$ cat src/assert_macros.svh
// assertion macros used by the top-level rtl file
`ifndef ASSERT_MACROS_SVH
`define ASSERT_MACROS_SVH

// same-cycle implication, disabled during reset
`define ASSERT_IMPL(lbl, clk, rst_n, ante, cons) \
    lbl: assert property (@(posedge clk) disable iff (!(rst_n)) (ante) |-> (cons)) \
        else $error("assertion failed");

// next-cycle implication, disabled during reset
`define ASSERT_NEXT(lbl, clk, rst_n, ante, cons) \
    lbl: assert property (@(posedge clk) disable iff (!(rst_n)) (ante) |=> (cons)) \
        else $error("assertion failed");

`endif

$ cat src/cdq_pkg.sv
// types and constants of the circular deque unit
package cdq_pkg;

    localparam int DATA_W    = 32;
    localparam int CMD_W     = 3;
    localparam int CAP_W     = 5;
    localparam int DEPTH_DEF = 16;

    localparam logic [CAP_W-1:0] CAP_RESET = CAP_W'(16);
    localparam logic signed [DATA_W-1:0] EMPTY_WORD = '1;

    localparam logic [CMD_W-1:0] CMD_INS_FRONT = 3'd0;
    localparam logic [CMD_W-1:0] CMD_INS_BACK  = 3'd1;
    localparam logic [CMD_W-1:0] CMD_REM_FRONT = 3'd2;
    localparam logic [CMD_W-1:0] CMD_REM_BACK  = 3'd3;
    localparam logic [CMD_W-1:0] CMD_QUERY     = 3'd4;

    typedef struct packed {
        logic [CMD_W-1:0]         cmd;
        logic signed [DATA_W-1:0] value;
    } t_item;

    typedef struct packed {
        logic                     ok;
        logic signed [DATA_W-1:0] front_value;
        logic                     front_valid;
        logic signed [DATA_W-1:0] rear_value;
        logic                     rear_valid;
        logic                     is_empty;
        logic                     is_full;
        logic [CAP_W-1:0]         occupancy;
    } t_result;

endpackage

$ cat src/cdq_ring_mem.sv
// ring store: one write port, one read port with registered read data
module cdq_ring_mem
    import cdq_pkg::*;
#(
    parameter int DEPTH = DEPTH_DEF,
    parameter int AW    = 4
) (
    input  logic              i_clk,
    input  logic              i_we,
    input  logic [AW-1:0]     i_waddr,
    input  logic [DATA_W-1:0] i_wdata,
    input  logic              i_re,
    input  logic [AW-1:0]     i_raddr,
    output logic [DATA_W-1:0] o_rdata
);

    logic [DATA_W-1:0] r_mem [DEPTH];
    logic [DATA_W-1:0] r_rdata;

    always_ff @(posedge i_clk) begin
        if (i_we) begin
            r_mem[i_waddr] <= i_wdata;
        end
    end

    always_ff @(posedge i_clk) begin
        if (i_re) begin
            r_rdata <= r_mem[i_raddr];
        end
    end

    assign o_rdata = r_rdata;

endmodule

$ cat src/cdq_ctrl.sv
// deque control: pointers, count, end-value cache and result register
module cdq_ctrl
    import cdq_pkg::*;
#(
    parameter int DEPTH = DEPTH_DEF,
    parameter int AW    = 4
) (
    input  logic              i_clk,
    input  logic              i_rst_n,
    input  logic              start,
    output logic              busy,
    input  t_item             i_item,
    input  logic              i_cfg_we,
    input  logic [CAP_W-1:0]  i_cfg_wdata,
    output logic              o_res_valid,
    output t_result           o_result,
    output logic              o_mem_we,
    output logic [AW-1:0]     o_mem_waddr,
    output logic [DATA_W-1:0] o_mem_wdata,
    output logic              o_mem_re,
    output logic [AW-1:0]     o_mem_raddr,
    input  logic [DATA_W-1:0] i_mem_rdata
);

    localparam int PW = (AW > CAP_W) ? AW : CAP_W;

    typedef enum logic {S_IDLE, S_RESP} t_state;

    t_state                   r_state;
    logic [AW-1:0]            r_head, r_tail;
    logic [CAP_W-1:0]         r_cnt, r_cap;
    logic signed [DATA_W-1:0] r_front, r_rear;
    logic                     r_ok, r_sel_front, r_sel_rear;
    logic                     r_res_valid;
    t_result                  r_result;

    logic [AW-1:0]            n_head, n_tail;
    logic [CAP_W-1:0]         n_cnt;
    logic signed [DATA_W-1:0] n_front, n_rear;
    logic                     n_ok, n_sel_front, n_sel_rear;
    logic                     w_acc, w_we, w_re;
    logic [CAP_W-1:0]         w_cap;
    logic [PW-1:0]            w_cap_x, w_head_x, w_tail_x;
    logic [AW-1:0]            w_head_inc, w_head_dec, w_tail_inc, w_tail_dec;
    logic signed [DATA_W-1:0] w_front_now, w_rear_now;
    logic                     w_empty_now;

    // effective capacity
    always_comb begin
        if (r_cap == '0) begin
            w_cap = CAP_W'(1);
        end else if (32'(r_cap) > 32'(DEPTH)) begin
            w_cap = CAP_W'(DEPTH);
        end else begin
            w_cap = r_cap;
        end
    end

    assign w_cap_x  = PW'(w_cap);
    assign w_head_x = PW'(r_head);
    assign w_tail_x = PW'(r_tail);

    assign w_head_inc = (w_head_x + PW'(1) == w_cap_x) ? '0 : r_head + AW'(1);
    assign w_tail_inc = (w_tail_x + PW'(1) == w_cap_x) ? '0 : r_tail + AW'(1);
    assign w_head_dec = (r_head == '0) ? AW'(w_cap_x - PW'(1)) : r_head - AW'(1);
    assign w_tail_dec = (r_tail == '0) ? AW'(w_cap_x - PW'(1)) : r_tail - AW'(1);

    assign w_acc = start && (r_state == S_IDLE);

    always_comb begin
        n_head      = r_head;
        n_tail      = r_tail;
        n_cnt       = r_cnt;
        n_front     = r_front;
        n_rear      = r_rear;
        n_ok        = 1'b0;
        n_sel_front = 1'b0;
        n_sel_rear  = 1'b0;
        w_we        = 1'b0;
        w_re        = 1'b0;
        case (i_item.cmd)
            CMD_INS_FRONT: begin
                if (r_cnt < w_cap) begin
                    if (r_cnt == '0) begin
                        n_head = '0;
                        n_tail = '0;
                        n_rear = i_item.value;
                    end else begin
                        n_head = w_head_dec;
                    end
                    n_front = i_item.value;
                    n_cnt   = r_cnt + CAP_W'(1);
                    w_we    = 1'b1;
                    n_ok    = 1'b1;
                end
            end
            CMD_INS_BACK: begin
                if (r_cnt < w_cap) begin
                    if (r_cnt == '0) begin
                        n_head  = '0;
                        n_tail  = '0;
                        n_front = i_item.value;
                    end else begin
                        n_tail = w_tail_inc;
                    end
                    n_rear = i_item.value;
                    n_cnt  = r_cnt + CAP_W'(1);
                    w_we   = 1'b1;
                    n_ok   = 1'b1;
                end
            end
            CMD_REM_FRONT: begin
                if (r_cnt != '0) begin
                    if (r_cnt == CAP_W'(1)) begin
                        n_head = '0;
                        n_tail = '0;
                        n_cnt  = '0;
                    end else begin
                        n_head      = w_head_inc;
                        n_cnt       = r_cnt - CAP_W'(1);
                        w_re        = 1'b1;
                        n_sel_front = 1'b1;
                    end
                    n_ok = 1'b1;
                end
            end
            CMD_REM_BACK: begin
                if (r_cnt != '0) begin
                    if (r_cnt == CAP_W'(1)) begin
                        n_head = '0;
                        n_tail = '0;
                        n_cnt  = '0;
                    end else begin
                        n_tail     = w_tail_dec;
                        n_cnt      = r_cnt - CAP_W'(1);
                        w_re       = 1'b1;
                        n_sel_rear = 1'b1;
                    end
                    n_ok = 1'b1;
                end
            end
            CMD_QUERY: begin
                n_ok = 1'b1;
            end
            default: begin
                n_ok = 1'b0;
            end
        endcase
    end

    // ring store access, issued on the accept edge
    assign o_mem_we    = w_acc && w_we;
    assign o_mem_waddr = n_head == r_head ? n_tail : n_head;
    assign o_mem_wdata = i_item.value;
    assign o_mem_re    = w_acc && w_re;
    assign o_mem_raddr = n_sel_front ? n_head : n_tail;

    // end values once the read data has landed
    assign w_front_now = r_sel_front ? i_mem_rdata : r_front;
    assign w_rear_now  = r_sel_rear  ? i_mem_rdata : r_rear;
    assign w_empty_now = (r_cnt == '0);

    always_ff @(posedge i_clk) begin
        if (!i_rst_n) begin
            r_state     <= S_IDLE;
            r_head      <= '0;
            r_tail      <= '0;
            r_cnt       <= '0;
            r_cap       <= CAP_RESET;
            r_res_valid <= 1'b0;
            r_sel_front <= 1'b0;
            r_sel_rear  <= 1'b0;
            r_ok        <= 1'b0;
        end else begin
            r_res_valid <= 1'b0;
            if (i_cfg_we) begin
                r_cap  <= i_cfg_wdata;
                r_head <= '0;
                r_tail <= '0;
                r_cnt  <= '0;
            end
            case (r_state)
                S_IDLE: begin
                    if (w_acc) begin
                        r_head      <= n_head;
                        r_tail      <= n_tail;
                        r_cnt       <= n_cnt;
                        r_front     <= n_front;
                        r_rear      <= n_rear;
                        r_ok        <= n_ok;
                        r_sel_front <= n_sel_front;
                        r_sel_rear  <= n_sel_rear;
                        r_state     <= S_RESP;
                    end
                end
                S_RESP: begin
                    r_front                <= w_front_now;
                    r_rear                 <= w_rear_now;
                    r_result.ok            <= r_ok;
                    r_result.front_value   <= w_empty_now ? EMPTY_WORD : w_front_now;
                    r_result.front_valid   <= !w_empty_now;
                    r_result.rear_value    <= w_empty_now ? EMPTY_WORD : w_rear_now;
                    r_result.rear_valid    <= !w_empty_now;
                    r_result.is_empty      <= w_empty_now;
                    r_result.is_full       <= (r_cnt == w_cap);
                    r_result.occupancy     <= r_cnt;
                    r_res_valid            <= 1'b1;
                    r_state                <= S_IDLE;
                end
                default: begin
                    r_state <= S_IDLE;
                end
            endcase
        end
    end

    assign busy        = (r_state == S_RESP);
    assign o_res_valid = r_res_valid;
    assign o_result    = r_result;

endmodule

$ cat src/circular_deque_unit.sv
// circular deque unit: top level with ring store and control
//
// channel   | signals                    | handshake
// ----------+----------------------------+----------------------------------
// command   | start, busy, i_item        | taken when start and not busy
// result    | o_res_valid, o_result      | one-cycle strobe, no backpressure
// config    | i_cfg_we, i_cfg_wdata      | written when i_cfg_we is high
//
// per item: pointer update and ring store access at the accept edge, then
// the registered read data folds into the end-value cache
// busy is high in the cycle after the accept edge; the result strobe is
// high in the cycle after that, and a new item can be taken in that same
// cycle; no new item is taken while busy is high
// synchronous reset empties the deque and sets capacity to 16; no clearing pass
module circular_deque_unit
    import cdq_pkg::*;
#(
    parameter int DEPTH = DEPTH_DEF
) (
    input  logic             i_clk,
    input  logic             i_rst_n,
    input  logic             start,
    output logic             busy,
    input  t_item            i_item,
    input  logic             i_cfg_we,
    input  logic [CAP_W-1:0] i_cfg_wdata,
    output logic             o_res_valid,
    output t_result          o_result
);

`include "assert_macros.svh"

    localparam int AW = (DEPTH > 1) ? $clog2(DEPTH) : 1;

    logic              w_mem_we, w_mem_re;
    logic [AW-1:0]     w_mem_waddr, w_mem_raddr;
    logic [DATA_W-1:0] w_mem_wdata, w_mem_rdata;
    logic              w_res_empty, w_empty_clean;

    cdq_ctrl #(
        .DEPTH (DEPTH),
        .AW    (AW)
    ) u_ctrl (
        .i_clk       (i_clk),
        .i_rst_n     (i_rst_n),
        .start       (start),
        .busy        (busy),
        .i_item      (i_item),
        .i_cfg_we    (i_cfg_we),
        .i_cfg_wdata (i_cfg_wdata),
        .o_res_valid (o_res_valid),
        .o_result    (o_result),
        .o_mem_we    (w_mem_we),
        .o_mem_waddr (w_mem_waddr),
        .o_mem_wdata (w_mem_wdata),
        .o_mem_re    (w_mem_re),
        .o_mem_raddr (w_mem_raddr),
        .i_mem_rdata (w_mem_rdata)
    );

    cdq_ring_mem #(
        .DEPTH (DEPTH),
        .AW    (AW)
    ) u_ring_mem (
        .i_clk   (i_clk),
        .i_we    (w_mem_we),
        .i_waddr (w_mem_waddr),
        .i_wdata (w_mem_wdata),
        .i_re    (w_mem_re),
        .i_raddr (w_mem_raddr),
        .o_rdata (w_mem_rdata)
    );

    assign w_res_empty   = o_res_valid && o_result.is_empty;
    assign w_empty_clean = (o_result.occupancy == '0) && !o_result.front_valid
                           && !o_result.rear_valid;

    `ASSERT_NEXT(a_accept_busy, i_clk, i_rst_n, start && !busy, busy && !o_res_valid)
    `ASSERT_NEXT(a_busy_result, i_clk, i_rst_n, busy, o_res_valid && !busy)
    `ASSERT_IMPL(a_store_idle, i_clk, i_rst_n, w_mem_we || w_mem_re, !busy && start)
    `ASSERT_IMPL(a_empty_flags, i_clk, i_rst_n, w_res_empty, w_empty_clean)

endmodule
$ cat config.mk
export PLATFORM = sky130hd
export DESIGN_NAME = circular_deque_unit
export DESIGN_NICKNAME = d
export VERILOG_FILES = /design/src/cdq_pkg.sv /design/src/cdq_ring_mem.sv /design/src/cdq_ctrl.sv /design/src/circular_deque_unit.sv
export VERILOG_INCLUDE_DIRS = /design/src /design/src/src
export SDC_FILE = /design/constraint.sdc
export NUM_CORES = 1
export LEC_CHECK = 0
export ABC_AREA = 1
export BUFFER_PORTS_ARGS = -buffer_cell sky130_fd_sc_hd__buf_2
export CAP_MARGIN = 15
export CORE_MARGIN = 1
export CORE_UTILIZATION = 50
export DETAILED_ROUTE_END_ITERATION = 12
export GPL_TIMING_DRIVEN = 0
export MAX_ROUTING_LAYER = met4
export PLACE_DENSITY = 0.67
export SLEW_MARGIN = 25
export SYNTH_ARGS = -nofsm -noshare
export SYNTH_HDL_FRONTEND = slang
export SYNTH_SLANG_ARGS = --single-unit
$ cat constraint.sdc
create_clock -name i_clk -period 6.4 [get_ports i_clk]
set_clock_uncertainty 0.2 [all_clocks]
set_input_delay 0.32 -clock i_clk [delete_from_list [all_inputs] [get_ports i_clk]]
set_output_delay 0.32 -clock i_clk [all_outputs]
set_load 0.05 [all_outputs]
==> results of run 1 <==
path summary, 6_finish.rpt:
check                   from                  endpoint  slack (ns)  depth (start not counted)
max          u_ctrl.r_cap[1]  u_ring_mem.r_mem[12][24]        1.51                         25
min                 i_cfg_we          u_ctrl.r_head[0]        0.08                          4
max reg2reg  u_ctrl.r_cap[1]  u_ring_mem.r_mem[12][24]        1.51                         25
min reg2reg      u_ctrl.r_ok       u_ctrl.o_result[73]        0.25                          0
logic make-up (layout without fill, tap and decap cells):
kind of cell,after synthesis,after routing,share of synthesized area (%)
AND/OR/NAND/NOR,1684,1684,23.5
flip-flops,704,704,67.8
buffers and inverters,306,630,4.47
AO/OA/AOI/OAI,202,202,3.54
adder cells (fa/ha/maj),12,12,0.487
XOR/XNOR,7,7,0.199
other,0,2,0
cells in the mapped netlist, types with 2 or more instances:
library cell / count
a211oi_1: 3
a21oi_1: 26
a21oi_2: 2
a221oi_1: 3
buf_1: 7
buf_2: 106
buf_4: 21
buf_6: 2
clkbuf_1: 38
clkinv_1: 3
dfxtp_1: 23
edfxtp_1: 681
ha_1: 12
inv_1: 119
inv_2: 8
nand2_1: 1035
nand2_2: 10
nand3_1: 518
nand3_2: 3
nand3b_1: 35
nand4_1: 10
nor2_1: 52
nor2_2: 8
nor3_1: 6
nor3b_1: 2
o211ai_1: 4
o21ai_0: 147
o22ai_1: 4
o32ai_1: 5
xnor2_1: 2
xor2_1: 5
per-layer routing:
layer	routed length [um]	vias up	global-route usage (%)
li1	-	10600	-
met1	35700	11100	40.1
met2	41800	1250	45.7
met3	9220	188	4.98
met4	2200	0	8.45
met5	0	-	-
layout by cell type, fill, tap and decap left out, types with 10 or more instances in the layout:
cell type	n
buf_16	13
nand2_2	10
nand2_1	1035
a21oi_1	26
nand4_1	10
clkbuf_1	51
o21ai_0	147
nand3b_1	35
inv_2	10
clkinv_2	15
ha_1	12
buf_4	24
clkbuf_16	75
nor2_1	36
nand3_1	518
nor2_4	16
buf_2	224
dlygate4sd3_1	51
inv_1	116
edfxtp_1	681
dfxtp_1	23
clkinv_1	20
final cells by class:
type,instances,area [um^2],share of cell area [%]
Antenna cell,2,5.00,0.0140
Buffer,175,885,2.47
Clock buffer,88,1930,5.37
Clock inverter,44,374,1.04
Inverter,131,497,1.39
Multi-Input combinational cell,1905,8670,24.2
Sequential cell,704,20900,58.3
Tap cell,782,978,2.73
Timing Repair Buffer,192,1620,4.51
state kept, by name (all words and copies together) (netlist names):
register	cells
u_ctrl.busy	1
u_ctrl.o_res_valid	1
u_ctrl.o_result	73
u_ctrl.r_cap	5
u_ctrl.r_cnt	5
u_ctrl.r_front	32
u_ctrl.r_head	4
u_ctrl.r_ok	1
u_ctrl.r_rear	32
u_ctrl.r_sel_front	1
u_ctrl.r_sel_rear	1
u_ctrl.r_tail	4
u_ring_mem.o_rdata	32
u_ring_mem.r_mem	512
power groups by stage:
stage	clock, mW	sequential, mW	combinational [mW]
3_5_place_dp	0	5.30	1.48
5_1_grt	4.34	5.21	1.69
4_1_cts	4.17	5.21	1.52
3_3_place_gp	0	5.30	1.43
2_1_floorplan	0	5.36	0.879
6_report	4.13	5.21	1.54
critical path: stages, from the launching register on:
cell and delay [ns]:
dfxtp_1 0.41, nor2_2 0.18, nand2_2 0.09, nand2_4 0.13, nand2_1 0.16, ha_1 0.33, a21o_1 0.16, a21oi_1 0.19
nand2_2 0.11, inv_2 0.14, nand2_2 0.08, buf_6 0.15, nand2_1 0.06, nand3_1 0.14, nand2_1 0.10, inv_1 0.04
nand2_1 0.05, nand3_1 0.06, nand2_1 0.16, nor2_2 0.06, nand2_2 0.14, nand2_1 0.07, nand2_1 0.09, nand3_1 0.32
nor2_4 0.70, buf_16 0.24
what timing repair did:
item	4_1_cts	5_1_grt
hold buffers	51	0
resized for setup	0	0
hold endpoints to repair	512	0
through the flow:
stage,instance area [um^2],util (%)
after floorplan,30800,-
after global placement,32400,53.4
after detailed placement,33000,54.4
after CTS,35900,59.1
after global routing,35900,59.1
final,35900,59.1
==> impl_metrics.tcl, run 1 <==
set metrics [dict create \
    grt_pass1_wl_mm 134 \
    routed_wl_mm 88.9 \
    worst_ep_arrival_time_ns 5.00 \
    power.density_nw_per_um2 303 \
    p_switching_mw 2.93 \
    grt_pass1_vias 22100 \
    fillCellCount 4929 \
    dp_cells 3838 \
    max-vdd-ir-drop_uv 194 \
    setup_viol 0 \
    nets 3239 \
    fin_cells 4023 \
    crit_type "register to register" \
    hold_ws_ns 0.0765 \
    dr.pass1.iters 8 \
    start_util_pct 50.8 \
    final_hold_viol_count 0 \
    die_y_um 250 \
    pin_count 120 \
    swShare_pct 26.9 \
    fmax_mhz 204 \
    min_period_over_period_pct 76.4 \
    detail-route-antenna-nets 0 \
    leakagePower_nw 13.9 \
    hold_class "input port to register" \
    ys_seq_area_share_pct 67.8 \
    drv_slew 0 \
    pre_cts_slack_ns 1.57 \
    drive_above_1_share_pct 13.2 \
    cts_root_buffer "clkbuf_16" \
    outcome "finished, final reports clean" \
    cts_made_buffers 74 \
    synth_area_um2 30800 \
    end_kind "register" \
    routedWlPerCell_um 22.1 \
    power_frac_seq_pct 47.9 \
    gp_congestion 0.960 \
    post-route-min-period_ns 4.89 \
    clk_pin_slew_ns 0.06 \
    power_frac_comb_pct 14.2 \
    ys_dominant_reg_cell "edfxtp_1" \
    synth_edf_count 681 \
    worst_pin_slew_ns 1.06 \
    viasPerCell 5.77 \
    avgSynthCellArea_um2 10.6 \
    setup_slack_ns 1.51 \
    num_rows 90 \
    relSlewSlack_pct 29.0 \
    syn_to_final_growth_pct 16.3 \
    p_total_mw 10.9 \
    htreeDepth 3 \
    synth_cell_type_count 46 \
    grt-ovfl-total 0 \
    antenna_found_initial 4 \
    clkPwrFrac_pct 38.0 \
    drc_errors 0 \
    setup_tns_ns 0 \
    p_int_mw 7.95 \
    fp.coreArea_um2 60700 \
    async_flop_share_pct 0 \
    clk_path_buf_depth 3 \
    start_kind "register" \
    synth_top_area_share_pct 66.3 \
    insertion_delay_ns 0.62 \
    synth.net_count 2971 \
    maxCapViolCount 0 \
    synth_cells 2915 \
    portBuffers 118 \
    rsz0062_at_grt "false" \
    die_area_um2 62700 \
    synth_area_leader_cell "edfxtp_1" \
    synth-seq-cells 704 \
    first_iter_violations 2629 \
    grt_start_max_net_pins 66 \
    yosysWarningCount 0 \
    required_ns 6.51 \
    track_usage_pct 29.4 \
    dpl.hpwl_mm 61.7 \
    cts_sinks 704 \
    cts_tree "yes" \
    cp_max_fo 17 \
    num_vias 23200 \
    die_w_um 250 \
    postCtsSetupBuffers 0 \
    synthTopCellsByArea "edfxtp_1 (66%), nand2_1 (13%), nand3_1 (8.4%)" \
]
Note: power is estimated with default switching activity, not from simulation.
==> run 2: changes to the inputs <==
- ABC_AREA: 1 -> 0
- clock period: 6.4 -> 4.8 ns (I/O delays scaled with it)
==> impl_metrics.tcl, run 2 <==
set metrics [dict create \
    outcome "finished, final reports clean" \
    clk_path_buf_depth 3 \
    r2r_end "u_ring_mem.o_rdata[4]" \
    grt-ovfl-total 0 \
    grt_pass1_vias 19700 \
    required_ns 5.04 \
    startpoint "u_ctrl.r_cnt[0]" \
    power_frac_comb_pct 6.4 \
    die_y_um 246 \
    post-route-min-period_ns 4.61 \
    synth_edf_count 681 \
    grt_start_max_net_pins 63 \
    maxCapViolCount 0 \
    power.density_nw_per_um2 367 \
    mostFrequentLayoutCells "edfxtp_1 (681), and3_1 (194), a211oi_1 (193), buf_2 (158), nand2_1 (154)" \
    placed_area_um2 32100 \
    swShare_pct 22.5 \
    relSlewSlack_pct 46.2 \
    layout_commonest_cell "edfxtp_1" \
    track_usage_pct 28.5 \
    avgSynthCellArea_um2 14.0 \
    hold_class "register to register" \
    grt_pass1_wl_mm 123 \
    crit_type "register to register" \
    viasPerCell 6.20 \
    max_stage_delay_ns 0.58 \
    nets 2457 \
    antenna_found_initial 4 \
    crit_path_top_delay_cell "clkbuf_1" \
    power_frac_seq_pct 53.1 \
    die_w_um 246 \
    synth_area_leader_cell "edfxtp_1" \
    fp.coreArea_um2 58100 \
    rr_startpoint "u_ctrl.r_cnt[0]" \
    die_area_um2 60300 \
    routedWlPerCell_um 25.9 \
    hp-start "u_ctrl.r_ok" \
    cts_made_buffers 73 \
    setup_viol 0 \
    worst_ep_arrival_time_ns 4.85 \
    rsz0062_at_grt "true" \
    worst_pin_slew_ns 0.807 \
    reg2reg_depth 15 \
    syn_to_final_growth_pct 18.3 \
    ys_seq_area_share_pct 70.5 \
    final_hold_viol_count 0 \
    cts_root_buffer "clkbuf_16" \
    htreeDepth 3 \
    largest_reg_flops 512 \
    gp_congestion 0.918 \
    cts_sinks 704 \
    async_flop_share_pct 0 \
    p_total_mw 12.9 \
    drive_above_1_share_pct 16.7 \
    min_period_over_period_pct 96.0 \
    max_flop_register "u_ring_mem.r_mem" \
    start_util_pct 51.0 \
    max-vdd-ir-drop_uv 287 \
    yosysWarningCount 0 \
    dpl.hpwl_mm 58.6 \
    worstPathCellList "clkbuf_1 > inv_1 > ha_2 > or4b_1 > buf_2 > nand2b_1 > o2111a_1 > o21ai_0 > mux2i_1 > o21a_1 > buf_4 > clkbuf_1 > a211oi_2 > o21bai_1 > o2111a_1" \
    synth_cells 2115 \
    synth_top_area_share_pct 68.9 \
    start_kind "register" \
    hold_ws_ns 0.248 \
    dr.pass1.iters 6 \
    r2r_slack_ns 0.19 \
    fmax_mhz 217 \
    hold-path-cell-count 0 \
    insertion_delay_ns 0.61 \
    cp_max_fo 10 \
    synthTopCellsByCount "edfxtp_1 (681), a211oi_1 (194), and3_1 (194), nand2_1 (154), a21oi_1 (148)" \
    clk_pin_slew_ns 0.06 \
    min_to "u_ctrl.o_result[73]" \
    drv_slew 0 \
    fillCellCount 4497 \
    portBuffers 117 \
    detail-route-antenna-nets 0 \
    leakagePower_nw 11.4 \
    cts_tree "yes" \
    stdcell_area_um2 35100 \
    synth.net_count 2171 \
    clkPwrFrac_pct 40.6 \
    drc_errors 0 \
    synth_cell_type_count 76 \
    ys_dominant_reg_cell "edfxtp_1" \
    num_vias 19900 \
    p_int_mw 9.98 \
    synth_area_um2 29700 \
    synth_most_common_cell "edfxtp_1" \
    synth-seq-cells 704 \
    num_rows 88 \
    routed_wl_mm 83.2 \
    first_iter_violations 2419 \
    pin_count 120 \
    end_kind "register" \
    p_switching_mw 2.90 \
    synthTopCellsByArea "edfxtp_1 (69%), a211oi_1 (4.9%), and3_1 (4.1%)" \
]
[run 2: worst max path at each step]
stage	slack, ns	endpoint	depth (start not counted)
after floorplan	-0.18	u_ring_mem.r_mem[1][0]	14
after global placement	-2.36	u_ring_mem.r_mem[9][11]	12
after detailed placement	-0.42	u_ring_mem.r_mem[8][11]	14
after CTS	0.03	u_ring_mem.o_rdata[14]	13
after global routing	-0.05	u_ring_mem.o_rdata[26]	15
final	0.19	u_ring_mem.o_rdata[4]	15
[run 2: critical path, delay by kind of cell, from the launching register on]
family	cells	cell delay (ns)
AND/OR/NAND/NOR	2	0.59
AO/OA/AOI/OAI	6	1.30
adder cells (fa/ha/maj)	1	0.26
multiplexers	1	0.32
flip-flops	1	0.34
buffers and inverters	5	1.39
[run 2: cells by family after synthesis]
logic type                 share of synthesized area (%)
AOI/OAI and AO/OA                                   14.3
buffers and inverters                               2.78
muxes                                               2.40
xor gates and xnor gates                           0.312
adders and majority gates                          0.506
and+or+nand+nor                                     9.21
DFF                                                 70.5
[run 2: cell type report]
| type | instances | area (um^2) | share of cell area, % |
|---|---|---|---|
| Buffer | 171 | 808 | 2.30 |
| Antenna cell | 1 | 2.50 | 0.00713 |
| Inverter | 20 | 75.1 | 0.214 |
| Clock inverter | 34 | 226 | 0.645 |
| Clock buffer | 91 | 1940 | 5.52 |
| Sequential cell | 704 | 20900 | 59.6 |
| Tap cell | 765 | 957 | 2.73 |
| Timing Repair Buffer | 212 | 1960 | 5.58 |
| Multi-Input combinational cell | 1219 | 8230 | 23.4 |
[run 2: what timing repair did]
item                                    4_1_cts  5_1_grt
hold endpoints to repair                    529        0
endpoints found under the setup margin      515      445
gates resized for setup                      11       86
setup buffers                                13        4
pin swaps                                     8        1
hold buffers                                 44        0
[run 2: power groups by stage]
stage / Clock (mW) / Sequential, mW / Combinational, mW
after floorplan: 0 / 6.99 / 0.398
after detailed placement: 0 / 6.96 / 0.766
after CTS: 5.29 / 6.83 / 0.801
final: 5.22 / 6.83 / 0.822
after global routing: 5.51 / 6.84 / 0.877
after global placement: 0 / 6.97 / 0.726
[run 2: metrics by stage]
step / utilization [%] / TNS [ns] / setup WS (ns) / cells
after floorplan: - / -20.92 / -0.184 / 2115
after global placement: 53.8 / -765.04 / -2.36 / 2997
after detailed placement: 55.3 / -104.96 / -0.419 / 3031
after CTS: 60.1 / 0 / 0.0343 / 3213
after global routing: 60.4 / -0.172 / -0.0510 / 3217
final: 60.4 / 0 / 0.194 / 3217
[run 2: layer usage]
layer  vias to the layer above  track usage (%)  wire (um)
met4                         0             8.33       1650
met2                       972             44.4      39600
met5                         -                -          0
li1                       8904                -          -
met1                      9929             38.5      34200
met3                       133             4.98       7790
==> run 3: changes to the inputs <==
- clock period: 4.8 -> 4.6 ns (I/O delays scaled with it)
==> impl_metrics.tcl, run 3 (same netlist as run 2, synthesis figures left out) <==
set metrics [dict create \
    num_vias 19900 \
    stdcell_area_um2 35600 \
    leakagePower_nw 11.7 \
    clkPwrFrac_pct 42.3 \
    drc_errors 0 \
    detail-route-antenna-nets 0 \
    gp_congestion 0.911 \
    track_usage_pct 28.7 \
    power.density_nw_per_um2 389 \
    post-route-min-period_ns 4.53 \
    max-vdd-ir-drop_uv 290 \
    grt-ovfl-total 0 \
    cts_root_buffer "clkbuf_16" \
    p_switching_mw 3.08 \
    clk_path_buf_depth 3 \
    hp-start "i_item[34]" \
    pin_count 120 \
    final_hold_viol_count 0 \
    setup_viol 0 \
    required_ns 4.75 \
    cts_tree "yes" \
    crit_type "register to register" \
    power_frac_seq_pct 51.5 \
    start_kind "register" \
    fmax_mhz 221 \
    dr.pass1.iters 6 \
    dpl.hpwl_mm 58.8 \
    insertion_delay_ns 0.62 \
    htreeDepth 3 \
    grt_pass1_vias 19400 \
    swShare_pct 22.2 \
    rr_startpoint "u_ctrl.r_cap[4]" \
    clk_pin_slew_ns 0.06 \
    maxCapViolCount 0 \
    worst_ep_arrival_time_ns 4.69 \
    hold_class "input port to register" \
    grt_start_max_net_pins 62 \
    largest_reg_flops 512 \
    worst_pin_slew_ns 0.876 \
    nets 2471 \
    max_flop_register "u_ring_mem.r_mem" \
    cts_made_buffers 73 \
    syn_to_final_growth_pct 20.1 \
    relSlewSlack_pct 41.6 \
    die_area_um2 60300 \
    routedWlPerCell_um 25.8 \
    startpoint "u_ctrl.r_cap[4]" \
    placed_area_um2 32200 \
    die_w_um 246 \
    min_period_over_period_pct 98.6 \
    first_iter_violations 2479 \
    fp.coreArea_um2 58100 \
    cts_sinks 704 \
    drive_above_1_share_pct 18.9 \
    p_int_mw 10.8 \
    layout_commonest_cell "edfxtp_1" \
    end_kind "register" \
    num_rows 88 \
    viasPerCell 6.14 \
    grt_pass1_wl_mm 123 \
    drv_slew 0 \
    mostFrequentLayoutCells "edfxtp_1 (681), and3_1 (194), a211oi_1 (193), buf_2 (156), nand2_1 (153)" \
    start_util_pct 51.0 \
    antenna_found_initial 2 \
    final_util_pct 61.3 \
    portBuffers 117 \
    power_frac_comb_pct 6.3 \
    outcome "finished, final reports clean" \
    cp_max_fo 10 \
    die_y_um 246 \
    routed_wl_mm 83.6 \
]
[run 3: changes by cell type in the layout (fill, tap and decap cells not counted), sizes merged]
cell         previous run  this run
bufinv                  1         6
dlygate4sd3            44        43
clkinv                 30        29
buf                   236       248
clkbuf                194       201
[run 3: what timing repair did]
item                       CTS  global route
gates cloned                 0             0
pin swaps                    8            12
hold buffers                43             0
hold endpoints to repair   535             0
gates resized for setup     47            92
setup endpoints to repair  543           456
setup buffers               16            15
[run 3: worst max-delay path: stages (launching register included)]
cell and delay, ns:
dfxtp_1 0.42, buf_2 0.31, inv_1 0.12, ha_1 0.36, nand3_1 0.11, a21o_1 0.25, o2111a_1 0.31, o21ai_1 0.38
o211ai_4 0.21, clkbuf_4 0.30, clkbuf_1 0.25, and3_1 0.22, a211oi_1 0.39, o21bai_1 0.22, o2111a_1 0.22
[run 3: layout make-up]
type | count | area [um^2]
clock inverters | 38 | 387
well taps | 765 | 957
fillers | 4372 | 22500
inverters | 20 | 75.1
flip-flops and latches | 704 | 20900
repair buffers | 226 | 2140
multi-input cells | 1219 | 8320
diodes | 1 | 2.50
plain buffers | 171 | 848
clock buffers | 95 | 1980
[run 3: worst paths after layout]
path,endpoint,slack (ns),cells past startpoint
min reg2reg,u_ctrl.o_result[73],0.25,0
min,u_ctrl.r_ok,0.03,3
max reg2reg,u_ring_mem.o_rdata[23],0.07,14
max,u_ring_mem.o_rdata[23],0.07,14
[run 3: metrics by stage]
step | instances | setup TNS [ns] | total power, mW | hold WS (ns) | setup WS, ns
4_1_cts | 3223 | 0 | 13.9 | 0.00857 | 0.00225
6_report | 3239 | 0 | 13.9 | 0.0274 | 0.0652
5_1_grt | 3239 | -1.45 | 14.2 | 0.0492 | -0.0395
2_1_floorplan | 2115 | -36.47 | 7.71 | 0.129 | -0.384
3_5_place_dp | 3032 | -230.96 | 8.07 | 0.230 | -0.681
3_3_place_gp | 2997 | -846.96 | 8.03 | 0.221 | -2.64
[run 3: routing by layer]
| metal | vias to the layer above | track usage [%] | routed length (um) |
|---|---|---|---|
| li1 | 8947 | - | - |
| met1 | 9864 | 38.5 | 34200 |
| met2 | 956 | 44.3 | 39800 |
| met3 | 132 | 5.90 | 7880 |
| met4 | 0 | 8.07 | 1700 |
| met5 | - | - | 0 |
[run 3: power by group through the flow]
stage | clock (mW) | sequential [mW] | combinational, mW
final | 5.86 | 7.13 | 0.871
after global placement | 0 | 7.27 | 0.764
after global routing | 6.16 | 7.13 | 0.929
after floorplan | 0 | 7.30 | 0.415
after CTS | 5.90 | 7.13 | 0.842
after detailed placement | 0 | 7.27 | 0.802
